### src/sv/twdc_pkg.sv
`timescale 1ns / 1ps
// Package for the term week/day to calendar date block.
// Holds the date type, the register indexes, the calendar constants and
// the month length and leap year functions. No dependencies.
package twdc_pkg;

	// Calendar date as carried between the sequencer and the step unit.
	typedef struct packed {
		logic [11:0] year;
		logic [3:0]  month;
		logic [4:0]  day;
	} twdc_date_t;

	// Sequencer states.
	typedef enum logic [1:0] {
		ST_IDLE,
		ST_STEP,
		ST_DONE
	} twdc_state_t;

	// Configuration register indexes.
	localparam logic [1:0] CFG_START_YEAR  = 2'd0;
	localparam logic [1:0] CFG_START_MONTH = 2'd1;
	localparam logic [1:0] CFG_START_DAY   = 2'd2;

	// Register reset values.
	localparam logic [11:0] RST_YEAR  = 12'd2026;
	localparam logic [3:0]  RST_MONTH = 4'd6;
	localparam logic [4:0]  RST_DAY   = 5'd29;

	// Accepted start years and calendar constants.
	localparam logic [11:0] YEAR_MIN      = 12'd2020;
	localparam logic [11:0] YEAR_MAX      = 12'd2099;
	localparam logic [11:0] CENTURY_YEAR  = 12'd2100;
	localparam logic [3:0]  MONTH_FIRST   = 4'd1;
	localparam logic [3:0]  MONTH_FEB     = 4'd2;
	localparam logic [3:0]  MONTH_LAST    = 4'd12;
	localparam logic [4:0]  DAYS_FEB_LEAP = 5'd29;
	localparam logic [4:0]  DAY_FIRST     = 5'd1;
	localparam int          DAYS_PER_WEEK = 7;

	// Month lengths of a common year, January first.
	localparam logic [4:0] MONTH_LEN [12] = '{
		5'd31, 5'd28, 5'd31, 5'd30, 5'd31, 5'd30,
		5'd31, 5'd31, 5'd30, 5'd31, 5'd30, 5'd31
	};

	// Leap year test. Dates only ever range over 2020..2100, where the
	// only century year is 2100, which is not a leap year; no year in that
	// range is a multiple of 400.
	function automatic logic is_leap(input logic [11:0] y);
		return (y[1:0] == 2'b00) && (y != CENTURY_YEAR);
	endfunction

	// Days in month m of year y, zero for a month code outside 1..12.
	function automatic logic [4:0] month_length(input logic [11:0] y, input logic [3:0] m);
		logic [3:0] idx;
		idx = m - MONTH_FIRST;
		if (m < MONTH_FIRST || m > MONTH_LAST) begin
			return 5'd0;
		end else if (m == MONTH_FEB && is_leap(y)) begin
			return DAYS_FEB_LEAP;
		end else begin
			return MONTH_LEN[idx];
		end
	endfunction

endpackage

### src/sv/twdc_if.sv
`timescale 1ns / 1ps
// Valid/ready channel interfaces for the input and result items.
// Depends on nothing.
interface twdc_req_if;
	logic       valid;
	logic       ready;
	logic [7:0] week;
	logic [7:0] weekday;

	modport source (output valid, week, weekday, input ready);
	modport sink (input valid, week, weekday, output ready);
endinterface

interface twdc_rsp_if;
	logic        valid;
	logic        ready;
	logic [11:0] out_year;
	logic [3:0]  out_month;
	logic [4:0]  out_day;
	logic        start_valid;

	modport source (output valid, out_year, out_month, out_day, start_valid, input ready);
	modport sink (input valid, out_year, out_month, out_day, start_valid, output ready);
endinterface

### src/sv/twdc_step.sv
`timescale 1ns / 1ps
// Month step unit: advances a date by the remaining day count by at most
// one month boundary per use. Depends on twdc_pkg.
module twdc_step
	import twdc_pkg::*;
#(
	parameter int DAYS_W = 8
) (
	input  twdc_date_t        date,
	input  logic [DAYS_W-1:0] days,
	output twdc_date_t        date_next,
	output logic [DAYS_W-1:0] days_next,
	output logic              done
);

	localparam int CW = (DAYS_W > 5) ? DAYS_W : 5;

	logic [4:0]    left;
	logic [CW-1:0] days_x;
	logic [CW-1:0] left_x;

	// Days left in the current month after the current day.
	always_comb begin
		left   = month_length(date.year, date.month) - date.day;
		days_x = CW'(days);
		left_x = CW'(left);
	end

	// Either finish inside this month or move to the first of the next one.
	always_comb begin
		date_next = date;
		days_next = days;
		done      = 1'b0;
		if (days_x <= left_x) begin
			date_next.day = date.day + left_x[4:0] - (left_x[4:0] - days_x[4:0]);
			days_next     = '0;
			done          = 1'b1;
		end else begin
			days_next     = DAYS_W'(days_x - left_x - CW'(1));
			date_next.day = DAY_FIRST;
			if (date.month >= MONTH_LAST) begin
				date_next.month = MONTH_FIRST;
				date_next.year  = date.year + 12'd1;
			end else begin
				date_next.month = date.month + 4'd1;
			end
		end
	end

endmodule

### src/sv/term_week_day_to_calendar_date_core.sv
`timescale 1ns / 1ps
// Term week/day to calendar date. The item is taken in ST_IDLE, the month
// step loop in ST_STEP crosses one month boundary per cycle in the shared step
// unit (at most 5 boundaries), and ST_DONE loads the result register; an item
// with an invalid start date skips the loop. A new item is taken only after
// the result is loaded, which waits while the previous result is not taken.
// Reset clears the sequencer and output valid and loads the start date 2026-06-29.
module term_week_day_to_calendar_date_core
	import twdc_pkg::*;
#(
	parameter int WEEKS     = 18,
	parameter int DAY_SLOTS = 7
) (
	input  logic        clk,
	input  logic        arst_n,
	input  logic        cfg_we,
	input  logic [1:0]  cfg_index,
	input  logic [11:0] cfg_data,
	twdc_req_if.sink    req,
	twdc_rsp_if.source  rsp
);

	localparam int MAX_DAYS = (WEEKS - 1) * DAYS_PER_WEEK + DAY_SLOTS - 1;
	localparam int DAYS_RAW = $clog2(MAX_DAYS + 1);
	localparam int DAYS_W   = (DAYS_RAW < 1) ? 1 : DAYS_RAW;

	twdc_state_t       state_q, state_d;
	twdc_date_t        start_q;
	twdc_date_t        date_q;
	twdc_date_t        date_next;
	logic [DAYS_W-1:0] days_q;
	logic [DAYS_W-1:0] days_next;
	logic [DAYS_W-1:0] days_calc;
	logic              step_done;
	logic              ok_q;
	logic              start_ok;
	logic [7:0]        week_c;
	logic [7:0]        wd_c;
	logic [15:0]       days_wide;
	logic              accept;
	logic              out_load;
	logic              out_valid_q;
	twdc_date_t        out_date_q;
	logic              out_ok_q;

	// Configuration registers.
	always_ff @(posedge clk or negedge arst_n) begin
		if (!arst_n) begin
			start_q.year  <= RST_YEAR;
			start_q.month <= RST_MONTH;
			start_q.day   <= RST_DAY;
		end else if (cfg_we) begin
			case (cfg_index)
				CFG_START_YEAR:  start_q.year  <= cfg_data[11:0];
				CFG_START_MONTH: start_q.month <= cfg_data[3:0];
				CFG_START_DAY:   start_q.day   <= cfg_data[4:0];
				default: ;
			endcase
		end
	end

	// Start date check: year range, month range and day within the month.
	always_comb begin
		start_ok = (start_q.year >= YEAR_MIN) && (start_q.year <= YEAR_MAX)
			&& (start_q.month >= MONTH_FIRST) && (start_q.month <= MONTH_LAST)
			&& (start_q.day >= DAY_FIRST)
			&& (start_q.day <= month_length(start_q.year, start_q.month));
	end

	// Clamp the week and weekday and form the day offset.
	always_comb begin
		if (req.week == 8'd0) begin
			week_c = 8'd1;
		end else if (req.week > 8'(WEEKS)) begin
			week_c = 8'(WEEKS);
		end else begin
			week_c = req.week;
		end
		if (req.weekday >= 8'(DAY_SLOTS)) begin
			wd_c = 8'(DAY_SLOTS - 1);
		end else begin
			wd_c = req.weekday;
		end
		days_wide = 16'((16'(week_c) - 16'd1) * 16'(DAYS_PER_WEEK) + 16'(wd_c));
		days_calc = DAYS_W'(days_wide);
	end

	// Shared month step unit.
	twdc_step #(
		.DAYS_W (DAYS_W)
	) u_step (
		.date      (date_q),
		.days      (days_q),
		.date_next (date_next),
		.days_next (days_next),
		.done      (step_done)
	);

	assign accept   = req.valid && req.ready;
	assign out_load = (state_q == ST_DONE) && (!out_valid_q || rsp.ready);

	// Sequencer state register.
	always_ff @(posedge clk or negedge arst_n) begin
		if (!arst_n) begin
			state_q <= ST_IDLE;
		end else begin
			state_q <= state_d;
		end
	end

	// Next state and input ready.
	always_comb begin
		state_d   = state_q;
		req.ready = 1'b0;
		case (state_q)
			ST_IDLE: begin
				req.ready = 1'b1;
				if (req.valid) begin
					state_d = start_ok ? ST_STEP : ST_DONE;
				end
			end
			ST_STEP: begin
				if (step_done) begin
					state_d = ST_DONE;
				end
			end
			ST_DONE: begin
				if (out_load) begin
					state_d = ST_IDLE;
				end
			end
			default: state_d = ST_IDLE;
		endcase
	end

	// Working date and day count; loaded on an item, stepped once a cycle in ST_STEP.
	always_ff @(posedge clk) begin
		if (accept) begin
			date_q <= start_q;
			days_q <= days_calc;
			ok_q   <= start_ok;
		end else if (state_q == ST_STEP && !step_done) begin
			date_q <= date_next;
			days_q <= days_next;
		end else if (state_q == ST_STEP) begin
			date_q <= date_next;
			days_q <= days_next;
		end
	end

	// Result register valid flag.
	always_ff @(posedge clk or negedge arst_n) begin
		if (!arst_n) begin
			out_valid_q <= 1'b0;
		end else if (out_load) begin
			out_valid_q <= 1'b1;
		end else if (rsp.ready) begin
			out_valid_q <= 1'b0;
		end
	end

	// Result register payload.
	always_ff @(posedge clk) begin
		if (out_load) begin
			out_date_q <= date_q;
			out_ok_q   <= ok_q;
		end
	end

	assign rsp.valid       = out_valid_q;
	assign rsp.out_year    = out_date_q.year;
	assign rsp.out_month   = out_date_q.month;
	assign rsp.out_day     = out_date_q.day;
	assign rsp.start_valid = out_ok_q;

`ifndef NO_ASSERTIONS
	// While stepping, the working date stays a real date in range.
	a_step_date: assert property (@(posedge clk) disable iff (!arst_n)
		(state_q == ST_STEP) |-> (date_q.month >= MONTH_FIRST && date_q.month <= MONTH_LAST
			&& date_q.day >= DAY_FIRST
			&& date_q.day <= month_length(date_q.year, date_q.month)))
		else $error("working date out of range while stepping");

	// Years only run from the first allowed start year to one past the last.
	a_step_year: assert property (@(posedge clk) disable iff (!arst_n)
		(state_q == ST_STEP) |-> (date_q.year >= YEAR_MIN && date_q.year <= CENTURY_YEAR))
		else $error("working year out of range");

	// An item with a bad start date skips the step loop.
	a_bad_start: assert property (@(posedge clk) disable iff (!arst_n)
		(accept && !start_ok) |=> (state_q == ST_DONE && !ok_q))
		else $error("invalid start date entered the step loop");

	// Loading the result returns the sequencer to idle with a valid result.
	a_load: assert property (@(posedge clk) disable iff (!arst_n)
		out_load |=> (out_valid_q && state_q == ST_IDLE))
		else $error("result load did not complete the item");
`endif

endmodule
### src/flat_wrapper.sv
// flat-port wrapper written by rule: the top's interface ports become plain ports
module term_week_day_to_calendar_date_core_flat import twdc_pkg::*;
#(
	parameter int WEEKS     = 18,
	parameter int DAY_SLOTS = 7
)
  (clk, arst_n, cfg_we, cfg_index, cfg_data, req_valid, req_week, req_weekday, req_ready, rsp_valid, rsp_out_year, rsp_out_month, rsp_out_day, rsp_start_valid, rsp_ready);
  twdc_req_if req_i ();
  twdc_rsp_if rsp_i ();
  input  logic clk;
  input  logic arst_n;
  input  logic cfg_we;
  input  logic [1:0] cfg_index;
  input  logic [11:0] cfg_data;
  input wire logic [$bits(req_i.valid)-1:0] req_valid;
  input wire logic [$bits(req_i.week)-1:0] req_week;
  input wire logic [$bits(req_i.weekday)-1:0] req_weekday;
  output wire logic [$bits(req_i.ready)-1:0] req_ready;
  output wire logic [$bits(rsp_i.valid)-1:0] rsp_valid;
  output wire logic [$bits(rsp_i.out_year)-1:0] rsp_out_year;
  output wire logic [$bits(rsp_i.out_month)-1:0] rsp_out_month;
  output wire logic [$bits(rsp_i.out_day)-1:0] rsp_out_day;
  output wire logic [$bits(rsp_i.start_valid)-1:0] rsp_start_valid;
  input wire logic [$bits(rsp_i.ready)-1:0] rsp_ready;
  assign req_i.valid = req_valid;
  assign req_i.week = req_week;
  assign req_i.weekday = req_weekday;
  assign req_ready = req_i.ready;
  assign rsp_valid = rsp_i.valid;
  assign rsp_out_year = rsp_i.out_year;
  assign rsp_out_month = rsp_i.out_month;
  assign rsp_out_day = rsp_i.out_day;
  assign rsp_start_valid = rsp_i.start_valid;
  assign rsp_i.ready = rsp_ready;
  term_week_day_to_calendar_date_core #(.WEEKS(WEEKS), .DAY_SLOTS(DAY_SLOTS)) u_core (.clk(clk), .arst_n(arst_n), .cfg_we(cfg_we), .cfg_index(cfg_index), .cfg_data(cfg_data), .req(req_i), .rsp(rsp_i));
endmodule
### config.mk
export PLATFORM = sky130hd
export DESIGN_NAME = term_week_day_to_calendar_date_core_flat
export DESIGN_NICKNAME = d
export VERILOG_FILES = /design/src/sv/twdc_pkg.sv /design/src/sv/twdc_if.sv /design/src/sv/twdc_step.sv /design/src/sv/term_week_day_to_calendar_date_core.sv /design/src/flat_wrapper.sv
export SDC_FILE = /design/constraint.sdc
export NUM_CORES = 1
export LEC_CHECK = 0
export ABC_CLOCK_PERIOD_IN_PS = 4560
export BUFFER_PORTS_ARGS = -buffer_cell sky130_fd_sc_hd__buf_2
export CORE_MARGIN = 4
export CORE_UTILIZATION = 54
export CTS_CLUSTER_SIZE = 28
export DETAILED_ROUTE_END_ITERATION = 12
export GPL_ROUTABILITY_DRIVEN = 0
export MAX_ROUTING_LAYER = met4
export PLACE_DENSITY = 0.87
export REMOVE_ABC_BUFFERS = 1
export SETUP_SLACK_MARGIN = 0.02
export SYNTH_ARGS = -nofsm -noshare
export SYNTH_HDL_FRONTEND = slang
export SYNTH_HIERARCHICAL = 1
export SYNTH_SLANG_ARGS = --single-unit
### constraint.sdc
create_clock -name clk -period 4.56 [get_ports clk]
set_input_delay 0.228 -clock clk [delete_from_list [all_inputs] [get_ports clk]]
set_output_delay 0.228 -clock clk [all_outputs]
set_load 0.1 [all_outputs]
* Word level (Yosys, flattened, before mapping) *
Memories as Yosys holds them, arrays and structs flattened.
Cells that the tools add are included.

word-level totals
  register bits = 75
  bits in read-only memories = 160
  input port bits = 35
  output and inout bits = 24
  logic and storage cells = 117
  memories = 2

operators by class
  add/subtract/negate cells = 12
  multipliers = 1
  magnitude comparators = 16
  equal/unequal tests = 11
  multiplexer cells = 31
  bitwise logic cells = 2
  reduce and logical (&&, ||, !) cells = 28

memories
  name              depth  width  read ports  clocked after Yosys merged registers in  write ports  line            source
  (name not given)  16     5      1           0                                        0            twdc_pkg.sv:64  return MONTH_LEN[idx];
  (name not given)  16     5      1           0                                        0            twdc_pkg.sv:64

operator list
  kind                                                                              number
  21-bit two-way mux                                                                3
  5-bit two-way mux                                                                 9
  7-bit two-way mux                                                                 5
  12-bit inequality test (second input constant)                                    2
  16-bit by 3-bit multiplier with 7-bit output (second input constant)              1
  16-bit two-way mux                                                                1
  8-bit two-way mux                                                                 2
  5-bit subtractor                                                                  3
  12-bit by 1-bit adder with 12-bit output (second input constant)                  1
  12-bit by 11-bit >= comparator with 1-bit output (second input constant)          1
  12-bit less-or-equal comparator (second input constant)                           1
  1-bit logical AND                                                                 12
  12-bit two-way mux                                                                1
  5-bit >= comparator (second input constant)                                       2
  4-bit inverter with 5-bit output                                                  2
  8-bit by 1-bit subtractor with 9-bit output (second input constant)               1
  4-bit by 2-bit == test with 1-bit output (second input constant)                  2
  8-bit by 3-bit >= comparator with 1-bit output (second input constant)            1
  4-bit greater-than comparator (second input constant)                             2
  8-bit by 5-bit greater-than comparator with 1-bit output (second input constant)  1
  2-bit zero test                                                                   4
  8-bit zero test                                                                   1
  4-bit by 1-bit less-than comparator with 1-bit output (second input constant)     2
  2-bit two-way mux                                                                 4
  25 further kinds                                                                  37

* Depth between registers and ports, before layout *
Gate-level depths: netlist of run 1.

  word-level depth = 14
  mapped depth = 24
  gate-level depth less buffers = 23

* Modules after synthesis *
Netlist of run 1, hierarchy kept.

by module, submodules not included
  module                               instances  cells each  area an instance (sq um)  sequential area each (sq um)
  term_week_day_to_calendar_date_core  1          313         3731.1                    2149.6
  twdc_step                            1          193         1473.9                    0.0

* Least setup slack after synthesis of run 1 *
OpenSTA, ideal clock, no wires.

  kind = register to register
  start point = register u_core/date_q[5] in the netlist's numbering
  end point = register u_core/date_q[4] in the netlist's numbering (data pin)
  library setup time = 0.253 ns
  arrival time = 4.287 ns
  required time = 4.307 ns
  path slack = 0.020 ns
  cell stages (with the launch flop) = 25
  buffers on the path = 1
  period minus slack after synthesis = 4.540 ns
  cells stage by stage = edfxtp_1 > inv_1 > ha_1 > xor2_1 > nand2_1 > o21ai_0 > a21oi_1 > o31ai_1 > ha_1 > inv_1 > fa_1 > xnor2_1 > buf_6 > xnor2_1 > ha_1 > inv_1 > fa_1 > inv_1 > ha_1 > a21o_1 > a21oi_1 > xnor2_1 > and3_1 > nand2_1 > nand2_1

RTL lines
  element                 line                                        source
  from (decl)             term_week_day_to_calendar_date_core.sv:29   twdc_date_t date_q;
  from (signal assigned)  term_week_day_to_calendar_date_core.sv:139  date_q <= start_q;
  from (signal assigned)  term_week_day_to_calendar_date_core.sv:143  date_q <= date_next;
  from (signal assigned)  term_week_day_to_calendar_date_core.sv:146  date_q <= date_next;

==> results.cfg, run 1 <==
[run_status]
outcome = finished, final reports clean

[logic_synthesis]
synth_edf_count = 51
synth_async_sr_flop_share_pct = 32.0
yosys.area_share.adder_pct = 15.6
synth_xor_area_share_pct = 6.39
yosys_warnings = 6
post-synth-top-count-cell = sky130_fd_sc_hd__nand2_1
combinational_family_with_the_most_area_after_synthesis = simple AND/OR/NAND/NOR gates
synth_common_cells = sky130_fd_sc_hd__nand2_1, sky130_fd_sc_hd__edfxtp_1, sky130_fd_sc_hd__ha_1, sky130_fd_sc_hd__inv_1, sky130_fd_sc_hd__nor2_1
synthesis.area_per_instance_um2 = 10.3
post_synth_inst_count = 506
synth_largest_type_area_fraction_pct = 29.4
synth_flop_cell = sky130_fd_sc_hd__edfxtp_1
synth_compound_area_share_pct = 10.5
top_post_synthesis_cells_by_area = sky130_fd_sc_hd__edfxtp_1, sky130_fd_sc_hd__ha_1, sky130_fd_sc_hd__nand2_1
yosys.area_share.simple_pct = 16.2
post_synth_mux_area_share_pct = 5.53
syn-cell-area_um2 = 5200
synth_sequential_area_ratio_pct = 41.3
postSynthRegisterBits = 75
netlist-cell-type-count = 64
netlist.top_cell.by_area = sky130_fd_sc_hd__edfxtp_1

[finish]
layout_cell_share_with_drive_strength_beyond_1_pct = 29.0
register_area_um2 = 2150
utilization_pct = 64.7
insertedDiodeCount = 0
synthesis_to_layout_area_growth_pct = 16.0
multiInputGateArea_um2 = 2930
design.final.nets = 670
fillCellCount = 691

[global_routing]
grt_start_max_net_pins = 36
grt_util_all_layers_pct = 20.1
grt_first_pass_wirelength_um = 17900
antenna_found_initial = 0
first_global_vias = 3877
grt_remaining_overflow = 0

[setup_path]
timing.critical_path.depth = 19
worstPathBufferInverterCount = 3
highest_delay_cell_along_the_critical_path = sky130_fd_sc_hd__fa_2
setup.worst_path.start_class = register
crit_path_max_fanout = 4
arrival_ns = 4.51
most_repeated_library_cell_on_the_critical_path = sky130_fd_sc_hd__nand2_1
worst_ep_required_time_ns = 4.68
setup.worst_path.end_class = register
crit_chain = inv_2 > ha_4 > xor2_2 > nand2_1 > o21ai_1 > a21oi_1 > o31ai_1 > ha_2 > inv_2 > fa_2 > fa_1 > fa_1 > inv_1 > ha_2 > fa_2 > xor2_1 > and3_1 > nand2_1 > nand2_1
rr_worst_depth = 19
critPathKind = register to register
critPathTopFamily = adder cells
highest_cell_delay_on_the_worst_timing_path_ns = 0.56

[clocking]
clk_root_buffer_cell = sky130_fd_sc_hd__clkbuf_8
cts_tree = yes
clock_pin_slew_reported_for_the_worst_setup_and_hold_paths_after_clock_tree_synthesis_ns = 0.09
cts_inserted_buffers = 9
clock_sink_count = 75
worstSkewPairLatency_ns = 0.36
cts-htree-levels = 3
clk_buf_depth = 2

[routing]
routed_wl_um = 11100
route.antenna.remaining_nets = 0
vias_per_cell = 5.58
route.detailed.drc = 0
route.vias.total = 3987
drt_pass1_iterations = 7
wire_per_inst_um = 15.5
dr.first_iter.drc_count = 325

[sta]
unrepaired_setup_endpoints_after_global_routing = true
timing.clock.skew_ns = 0.0125
setup_violations = 0
max_slew.worst_pin.slew_ns = 1.14
finalHoldWorstSlack_ns = 0.0977
post-route-min-period_ns = 4.39
fmax_mhz = 228
final_max_slew_viol_count = 0
hold_violations = 0
relSlewSlack_pct = 23.5
post_route_clock_period_utilization_pct = 96.3

[floorplan]
effective_utilization_at_floorplan_pct = 55.8
die_height_um = 106
floorplan.die.width_um = 106
core_area_um2 = 9330
core.rowCount = 35
die_area_um2 = 11300
io-pin-count = 59

[worst_hold_path]
hold_class = input port to register
hold-path-cell-count = 2

[run]
max_cap_viol_count = 0

[placed_design]
buffer_ports.inserted = 58
hpwlAfterDp_um = 8130
## layout by cell type, fill, tap and decap left out, types with 3 or more instances in the layout
| master | count |
|---|---|
| sky130_fd_sc_hd__a21o_1 | 9 |
| sky130_fd_sc_hd__a21oi_1 | 20 |
| sky130_fd_sc_hd__a21oi_2 | 6 |
| sky130_fd_sc_hd__and3_1 | 6 |
| sky130_fd_sc_hd__buf_2 | 58 |
| sky130_fd_sc_hd__buf_4 | 18 |
| sky130_fd_sc_hd__clkbuf_8 | 9 |
| sky130_fd_sc_hd__clkinvlp_4 | 3 |
| sky130_fd_sc_hd__conb_1 | 3 |
| sky130_fd_sc_hd__dfrtp_1 | 10 |
| sky130_fd_sc_hd__dfstp_2 | 14 |
| sky130_fd_sc_hd__edfxtp_1 | 51 |
| sky130_fd_sc_hd__fa_1 | 13 |
| sky130_fd_sc_hd__ha_1 | 33 |
| sky130_fd_sc_hd__ha_4 | 4 |
| sky130_fd_sc_hd__inv_1 | 32 |
| sky130_fd_sc_hd__inv_2 | 5 |
| sky130_fd_sc_hd__mux2_2 | 22 |
| sky130_fd_sc_hd__nand2_1 | 99 |
| sky130_fd_sc_hd__nand2b_1 | 3 |
| sky130_fd_sc_hd__nand3_1 | 9 |
| sky130_fd_sc_hd__nand3b_1 | 4 |
| sky130_fd_sc_hd__nand4_1 | 4 |
| sky130_fd_sc_hd__nor2_1 | 23 |
| sky130_fd_sc_hd__nor2b_1 | 5 |
| sky130_fd_sc_hd__nor3_1 | 11 |
| sky130_fd_sc_hd__o21ai_0 | 12 |
| sky130_fd_sc_hd__o21ai_1 | 4 |
| sky130_fd_sc_hd__o31ai_1 | 3 |
| sky130_fd_sc_hd__xnor2_1 | 18 |
| sky130_fd_sc_hd__xor2_1 | 17 |
## repair_timing
item | 4_1_cts | 5_1_grt
hold endpoints to repair | 10 | 0
buffers inserted | 0 | 7
pin swaps | 0 | 18
setup endpoints to repair | 1 | 28
gates resized for setup | 3 | 20
hold buffers | 1 | 0
## final timing paths
check	startpoint	end	slack (ns)
min in group asynchronous	arst_n	u_core/start_q[9]	0.37
max in group asynchronous	arst_n	u_core/start_q[3]	3.82
min reg2reg	u_core/ok_q	u_core/rsp.start_valid	0.44
max reg2reg	u_core/date_q[6]	u_core/date_q[3]	0.17
max	u_core/date_q[6]	u_core/date_q[3]	0.17
min	cfg_data[9]	u_core/start_q[18]	0.1
## per-layer routing
layer  track usage, %  part of all wire, %  vias up  wire length, um
met4             8.33                  2.3        0              258
met1             26.0                   43     1877             4800
met3             3.16                  7.5       24              829
met2             31.6                   47      195             5180
li1                 -                    -     1891                -
met5                -                    0        -                0
## registers in the layout, indices dropped and copies added (netlist names)
register,cells
u_core/rsp.valid,1
u_core/days_q,7
u_core/rsp.out_month,4
u_core/ok_q,1
u_core/rsp.start_valid,1
u_core/state_q,2
u_core/date_q,21
u_core/start_q,21
u_core/rsp.out_day,5
u_core/rsp.out_year,12
## worst register-to-register path: cells and delay by family, from the launching register on
family / cells / cell delay (ns)
xor gates and xnor gates: 2 / 0.30
and+or+nand+nor: 4 / 0.37
buffers and inverters: 3 / 0.22
AOI/OAI and AO/OA: 3 / 0.41
DFF: 1 / 0.42
adders and majority gates: 7 / 2.42
## area by class of cell
class / instances / area share (%)
timing repair buffer: 78 / 7.55
clock buffer: 9 / 2.05
inverter: 37 / 2.30
clock inverter: 7 / 1.22
multi-input combinational: 380 / 48.6
sequential: 75 / 35.6
tap: 129 / 2.67
## kinds of logic after synthesis
group / after synthesis
and+or+nand+nor: 183
AOI/OAI and AO/OA: 75
DFF: 75
adders and majority gates: 56
buffers and inverters: 52
xor gates and xnor gates: 38
muxes: 25
other: 2
## metrics by stage
stage | setup WS, ns | instances | setup TNS (ns) | instance area (um2)
6_report | 0.170 | 715 | 0 | 6040
5_1_grt | -0.0381 | 715 | -0.0796 | 6040
4_1_cts | 0.0551 | 708 | 0 | 5900
3_5_place_dp | -0.0162 | 691 | -0.0162 | 5680
3_3_place_gp | 0.144 | 691 | 0 | 5680
2_1_floorplan | -0.433 | 492 | -0.957 | 5120
Power of run 1 is left out: the tool's default activity adds up to more than one toggle a clock period on the data nets, which glitch-free logic cannot reach.
==> inputs of run 2 (changes only) <==
--- a/config.mk
+++ b/config.mk
@@ -6,12 +6,13 @@
 export NUM_CORES = 1
 export LEC_CHECK = 0
 export ABC_CLOCK_PERIOD_IN_PS = 4560
-export BUFFER_PORTS_ARGS = -buffer_cell sky130_fd_sc_hd__buf_2
+export BUFFER_PORTS_ARGS = -buffer_cell sky130_fd_sc_hd__buf_4
 export CORE_MARGIN = 4
 export CORE_UTILIZATION = 54
 export CTS_CLUSTER_SIZE = 28
 export DETAILED_ROUTE_END_ITERATION = 12
 export GPL_ROUTABILITY_DRIVEN = 0
+export HOLD_SLACK_MARGIN = 0.1
 export MAX_ROUTING_LAYER = met4
 export PLACE_DENSITY = 0.87
 export REMOVE_ABC_BUFFERS = 1
==> run 2 against run 1 <==
Maximum frequency rose by 0.47%. Critical path depth fell by 1. Non-clock buffer count up 12. Count of clock-buffer cells in the layout is the same. Sequential share of layout area down 1.2 points. Critical endpoint unchanged. Largest cell class unchanged. Highest routed layer unchanged.
==> results.cfg, run 2 (same netlist as run 1, synthesis figures left out) <==
[setup_path]
highest_delay_cell_along_the_critical_path = sky130_fd_sc_hd__fa_2
most_repeated_library_cell_on_the_critical_path = sky130_fd_sc_hd__fa_1
critPathKind = register to register
highest_cell_delay_on_the_worst_timing_path_ns = 0.55
crit_chain = inv_2 > buf_4 > ha_2 > nand3b_1 > a21oi_1 > o31ai_2 > ha_2 > inv_2 > fa_2 > fa_1 > fa_1 > inv_1 > ha_1 > fa_1 > xor2_1 > and3_1 > nand2_1 > nand2_1
ff_to_ff_end = u_core/date_q[3]
crit_path_max_fanout = 5
crit_end = u_core/date_q[3]
timing.critical_path.depth = 18
rr_worst_depth = 18
critPathTopFamily = adder cells
reg2reg_setup_slack_ns = 0.19
setup.worst_path.start_class = register
setup.worst_path.end_class = register
crit_path_start = u_core/date_q[5]
worst_ep_required_time_ns = 4.68
worstPathBufferInverterCount = 4
arrival_ns = 4.49
worst_r2r_startpoint = u_core/date_q[5]

[routing]
wire_per_inst_um = 15.8
route.vias.total = 4069
route.detailed.drc = 0
drt_pass1_iterations = 5
vias_per_cell = 5.60
routed_wl_um = 11500
dr.first_iter.drc_count = 293
route.antenna.remaining_nets = 0

[clocking]
clock_sink_count = 75
clk_buf_depth = 2
cts_inserted_buffers = 9
worstSkewPairLatency_ns = 0.36
cts_tree = yes
cts-htree-levels = 3
clk_root_buffer_cell = sky130_fd_sc_hd__clkbuf_8
clock_pin_slew_reported_for_the_worst_setup_and_hold_paths_after_clock_tree_synthesis_ns = 0.09

[sta]
unrepaired_setup_endpoints_after_global_routing = true
post_route_clock_period_utilization_pct = 95.8
final_max_slew_viol_count = 0
setup_violations = 0
hold_violations = 0
final.setup.worst_slack_ns = 0.190
max_slew.worst_pin.slew_ns = 1.19
relSlewSlack_pct = 20.6
post-route-min-period_ns = 4.37
finalHoldWorstSlack_ns = 0.114
timing.clock.skew_ns = 0.0107
fmax_mhz = 229

[floorplan]
core.rowCount = 35
die_area_um2 = 11300
core_area_um2 = 9330
die_height_um = 106
floorplan.die.width_um = 106
effective_utilization_at_floorplan_pct = 55.8
io-pin-count = 59

[run]
max_cap_viol_count = 0

[placed_design]
buffer_ports.inserted = 58
hpwlAfterDp_um = 8360
place_worst_setup_slack_ns = -0.118
detailed_place.area_um2 = 5830

[finish]
layout.cells.most_common_list = sky130_fd_sc_hd__nand2_1, sky130_fd_sc_hd__buf_4, sky130_fd_sc_hd__edfxtp_1
layout_cell_share_with_drive_strength_beyond_1_pct = 29.1
insertedDiodeCount = 0
finished_cell_area_um2 = 6250
synthesis_to_layout_area_growth_pct = 20.1
design.final.nets = 682
multiInputGateArea_um2 = 2920
layout_commonest_cell = sky130_fd_sc_hd__nand2_1
register_area_um2 = 2150
fillCellCount = 673

[worst_hold_path]
hold_class = input port to register

[global_routing]
first_global_vias = 4144
grt_remaining_overflow = 0
grt_first_pass_wirelength_um = 18900
grt_util_all_layers_pct = 21.4
grt_start_max_net_pins = 36
antenna_found_initial = 0

[run_status]
outcome = finished, final reports clean
-- run 2: changes by cell type in the layout (fill, tap and decap cells not counted), moves of 2 or more --
cell	before	now
sky130_fd_sc_hd__buf_4	18	80
sky130_fd_sc_hd__ha_4	4	2
sky130_fd_sc_hd__ha_1	33	35
sky130_fd_sc_hd__o21ai_0	12	14
sky130_fd_sc_hd__dlygate4sd3_1	1	9
sky130_fd_sc_hd__buf_2	58	0
sky130_fd_sc_hd__o21ai_1	4	2
sky130_fd_sc_hd__clkinvlp_4	3	1
-- run 2: area by class of cell --
class	count	share of cell area, %
inverters	37	2.22
clock buffers	9	1.98
multi-input cells	380	46.6
flip-flops and latches	75	34.4
well taps	129	2.58
repair buffers	90	11.2
clock inverters	7	0.941
-- run 2: routing by layer --
layer	global-route usage [%]	vias to the layer above	part of all wire [%]
met5	-	-	0
met4	10.4	0	2.5
met3	3.34	27	6.3
met2	33.2	164	48
met1	27.5	1960	43
li1	-	1918	-
-- run 2: worst min path at each step --
stage | startpoint | end | slack [ns] | cells past startpoint
after floorplan | arst_n | u_core/rsp.valid | -0.07 | 0
after global placement | arst_n | u_core/start_q[20] | 0.13 | 1
after detailed placement | arst_n | u_core/start_q[20] | 0.13 | 1
after CTS | cfg_data[2] | u_core/start_q[11] | 0.10 | 2
after global routing | cfg_data[3] | u_core/start_q[3] | 0.11 | 2
final | cfg_data[2] | u_core/start_q[11] | 0.11 | 2
-- run 2: timing repair --
action                     in CTS  in global routing
gates resized for setup         4                 16
hold buffers                    9                  0
pin swaps                       1                 15
hold endpoints to repair       32                  0
setup endpoints to repair       3                 29
setup buffers                   0                  9
-- run 2: worst register-to-register path, stage by stage (launching register included) --
cell and delay [ns]:
sky130_fd_sc_hd__edfxtp_1 0.42, sky130_fd_sc_hd__inv_2 0.10, sky130_fd_sc_hd__buf_4 0.15, sky130_fd_sc_hd__ha_2 0.21
sky130_fd_sc_hd__nand3b_1 0.12, sky130_fd_sc_hd__a21oi_1 0.08, sky130_fd_sc_hd__o31ai_2 0.23, sky130_fd_sc_hd__ha_2 0.22
sky130_fd_sc_hd__inv_2 0.05, sky130_fd_sc_hd__fa_2 0.55, sky130_fd_sc_hd__fa_1 0.43, sky130_fd_sc_hd__fa_1 0.50
sky130_fd_sc_hd__inv_1 0.05, sky130_fd_sc_hd__ha_1 0.21, sky130_fd_sc_hd__fa_1 0.38, sky130_fd_sc_hd__xor2_1 0.15
sky130_fd_sc_hd__and3_1 0.18, sky130_fd_sc_hd__nand2_1 0.05, sky130_fd_sc_hd__nand2_1 0.07
-- run 2: per-stage QoR --
step / utilization [%] / TNS [ns] / instances
3_5_place_dp: 62.5 / -0.130 / 693
3_3_place_gp: 62.5 / 0 / 693
5_1_grt: 67.0 / -0.0206 / 727
2_1_floorplan: - / -0.957 / 492
6_report: 67.0 / 0 / 727
4_1_cts: 65.6 / 0 / 718
Power of run 2 is left out for the same reason.
==> inputs of run 3 (changes only) <==
--- a/config.mk
+++ b/config.mk
@@ -6,15 +6,15 @@
 export NUM_CORES = 1
 export LEC_CHECK = 0
 export ABC_CLOCK_PERIOD_IN_PS = 4560
-export BUFFER_PORTS_ARGS = -buffer_cell sky130_fd_sc_hd__buf_4
 export CORE_MARGIN = 4
-export CORE_UTILIZATION = 54
+export CORE_UTILIZATION = 55
 export CTS_CLUSTER_SIZE = 28
 export DETAILED_ROUTE_END_ITERATION = 12
+export DONT_BUFFER_PORTS = 1
 export GPL_ROUTABILITY_DRIVEN = 0
 export HOLD_SLACK_MARGIN = 0.1
 export MAX_ROUTING_LAYER = met4
-export PLACE_DENSITY = 0.87
+export PLACE_DENSITY = 0.83
 export REMOVE_ABC_BUFFERS = 1
 export SETUP_SLACK_MARGIN = 0.02
 export SYNTH_ARGS = -nofsm -noshare
==> run 3 against run 2 <==
Cell count decreased by 7.6%. Sequential share of layout area increased by 2.4 points. Count of clock-buffer cells in the layout increased by 2. Critical path type unchanged. Largest cell class unchanged.
==> results.cfg, run 3 (same netlist as run 1, synthesis figures left out) <==
[run_status]
outcome = finished, final reports clean

[clocking]
clk_root_buffer_cell = sky130_fd_sc_hd__clkbuf_8
clock_pin_slew_reported_for_the_worst_setup_and_hold_paths_after_clock_tree_synthesis_ns = 0.08
worstSkewPairLatency_ns = 0.36
cts_tree = yes
clk_buf_depth = 2
cts-htree-levels = 3
cts_inserted_buffers = 9
clock_sink_count = 75

[setup_path]
worst_ep_required_time_ns = 4.67
arrival_ns = 4.55
critPathKind = register to register
rr_worst_depth = 20
highest_cell_delay_on_the_worst_timing_path_ns = 0.51
critPathTopFamily = adder cells
crit_path_max_fanout = 5
crit_chain = nand3_1 > nor4_1 > a21oi_2 > o31ai_1 > ha_1 > inv_1 > fa_2 > xnor2_2 > xnor2_1 > ha_1 > inv_1 > fa_1 > inv_1 > ha_1 > a21o_1 > a21oi_2 > xnor2_1 > and3_1 > nand2_1 > nand2_1
setup.worst_path.start_class = register
crit_path_start = u_core/date_q[11]
setup.worst_path.end_class = register
worst_r2r_startpoint = u_core/date_q[11]
worstPathBufferInverterCount = 3
timing.critical_path.depth = 20
highest_delay_cell_along_the_critical_path = sky130_fd_sc_hd__fa_1

[routing]
dr.first_iter.drc_count = 207
route.detailed.drc = 0
vias_per_cell = 5.66
wire_per_inst_um = 15.8
routed_wl_um = 10600
route.antenna.remaining_nets = 0
route.vias.total = 3805
drt_pass1_iterations = 5

[floorplan]
effective_utilization_at_floorplan_pct = 56.3
core_area_um2 = 9240
die_height_um = 105
core.rowCount = 35
floorplan.die.width_um = 105
io-pin-count = 59
die_area_um2 = 11100

[sta]
setup_violations = 0
unrepaired_setup_endpoints_after_global_routing = true
final_max_slew_viol_count = 0
relSlewSlack_pct = 25.2
hold_violations = 0
timing.clock.skew_ns = 0.00695
max_slew.worst_pin.slew_ns = 1.12
post-route-min-period_ns = 4.43
fmax_mhz = 226
finalHoldWorstSlack_ns = 0.246
post_route_clock_period_utilization_pct = 97.2

[worst_hold_path]
hold_class = input port to register
hold-path-cell-count = 2
worst_hold_startpoint = cfg_index[0]

[finish]
design.final.nets = 627
synthesis_to_layout_area_growth_pct = 12.3
layout.cells.most_common_list = sky130_fd_sc_hd__nand2_1, sky130_fd_sc_hd__edfxtp_1, sky130_fd_sc_hd__ha_1
layout_cell_share_with_drive_strength_beyond_1_pct = 19.7
layout_commonest_cell = sky130_fd_sc_hd__nand2_1
insertedDiodeCount = 0

[placed_design]
buffer_ports.inserted = 0
hpwlAfterDp_um = 7960

[run]
max_cap_viol_count = 0

[global_routing]
first_global_vias = 3699
antenna_found_initial = 0
grt_first_pass_wirelength_um = 17500
grt_util_all_layers_pct = 19.9
grt_remaining_overflow = 0
grt_start_max_net_pins = 36
run 3: cell count changes in the layout (fill, tap and decap cells not counted), moves of 2 or more:
| cell | delta |
|---|---|
| sky130_fd_sc_hd__ha_2 | -2 |
| sky130_fd_sc_hd__inv_1 | +2 |
| sky130_fd_sc_hd__inv_2 | -2 |
| sky130_fd_sc_hd__buf_4 | -60 |
| sky130_fd_sc_hd__ha_1 | +3 |
| sky130_fd_sc_hd__dlygate4sd3_1 | +5 |
| sky130_fd_sc_hd__clkinv_4 | +2 |
| sky130_fd_sc_hd__inv_6 | -2 |
run 3: cell type report:
cell class	count	area (um2)
inverters	37	139
well taps	129	161
multi-input cells	380	2890
flip-flops and latches	75	2150
fillers	705	3400
clock inverters	5	41.3
clock buffers	11	163
repair buffers	35	302
run 3: path summary, 6_finish.rpt:
kind / end / slack [ns]
max in group asynchronous: u_core/rsp.valid / 3.47
min reg2reg: u_core/rsp.start_valid / 0.44
min: u_core/start_q[5] / 0.25
min in group asynchronous: u_core/start_q[20] / 0.48
max reg2reg: u_core/date_q[4] / 0.13
max: u_core/date_q[4] / 0.13
run 3: per-stage QoR:
step | area (um2) | utilization [%] | TNS [ns] | worst slack, ns | cells
CTS | 5780 | 62.6 | 0 | 0.0222 | 668
floorplan | 5120 | - | -0.957 | -0.433 | 492
detailed placement | 5420 | 58.7 | -0.0816 | -0.0816 | 638
finish | 5840 | 63.2 | 0 | 0.127 | 672
global route | 5840 | 63.2 | -0.00637 | -0.00637 | 672
global placement | 5420 | 58.7 | 0 | 0.182 | 638
run 3: routing by layer:
layer / wire (um) / GRT usage [%] / up-vias
li1: - / - / 1812
met1: 4820 / 27.0 / 1822
met2: 4960 / 30.6 / 153
met3: 710 / 4.35 / 18
met4: 155 / 5.15 / 0
met5: 0 / - / -
run 3: worst register-to-register path, stage by stage, from the launching register on:
cell	delay [ns]
sky130_fd_sc_hd__edfxtp_1	0.45
sky130_fd_sc_hd__nand3_1	0.15
sky130_fd_sc_hd__nor4_1	0.36
sky130_fd_sc_hd__a21oi_2	0.13
sky130_fd_sc_hd__o31ai_1	0.26
sky130_fd_sc_hd__ha_1	0.19
sky130_fd_sc_hd__inv_1	0.06
sky130_fd_sc_hd__fa_2	0.37
sky130_fd_sc_hd__xnor2_2	0.16
sky130_fd_sc_hd__xnor2_1	0.15
sky130_fd_sc_hd__ha_1	0.28
sky130_fd_sc_hd__inv_1	0.05
sky130_fd_sc_hd__fa_1	0.51
sky130_fd_sc_hd__inv_1	0.09
sky130_fd_sc_hd__ha_1	0.31
sky130_fd_sc_hd__a21o_1	0.18
sky130_fd_sc_hd__a21oi_2	0.15
sky130_fd_sc_hd__xnor2_1	0.08
sky130_fd_sc_hd__and3_1	0.17
sky130_fd_sc_hd__nand2_1	0.05
sky130_fd_sc_hd__nand2_1	0.05
run 3: what timing repair did:
action                                 4_1_cts  5_1_grt
resized for setup                            4        7
pin swaps                                    0        2
hold buffers                                14        0
buffers inserted                             0        4
setup endpoints to repair                    2       24
endpoints found under the hold margin       46        0
Power of run 3 is left out for the same reason.
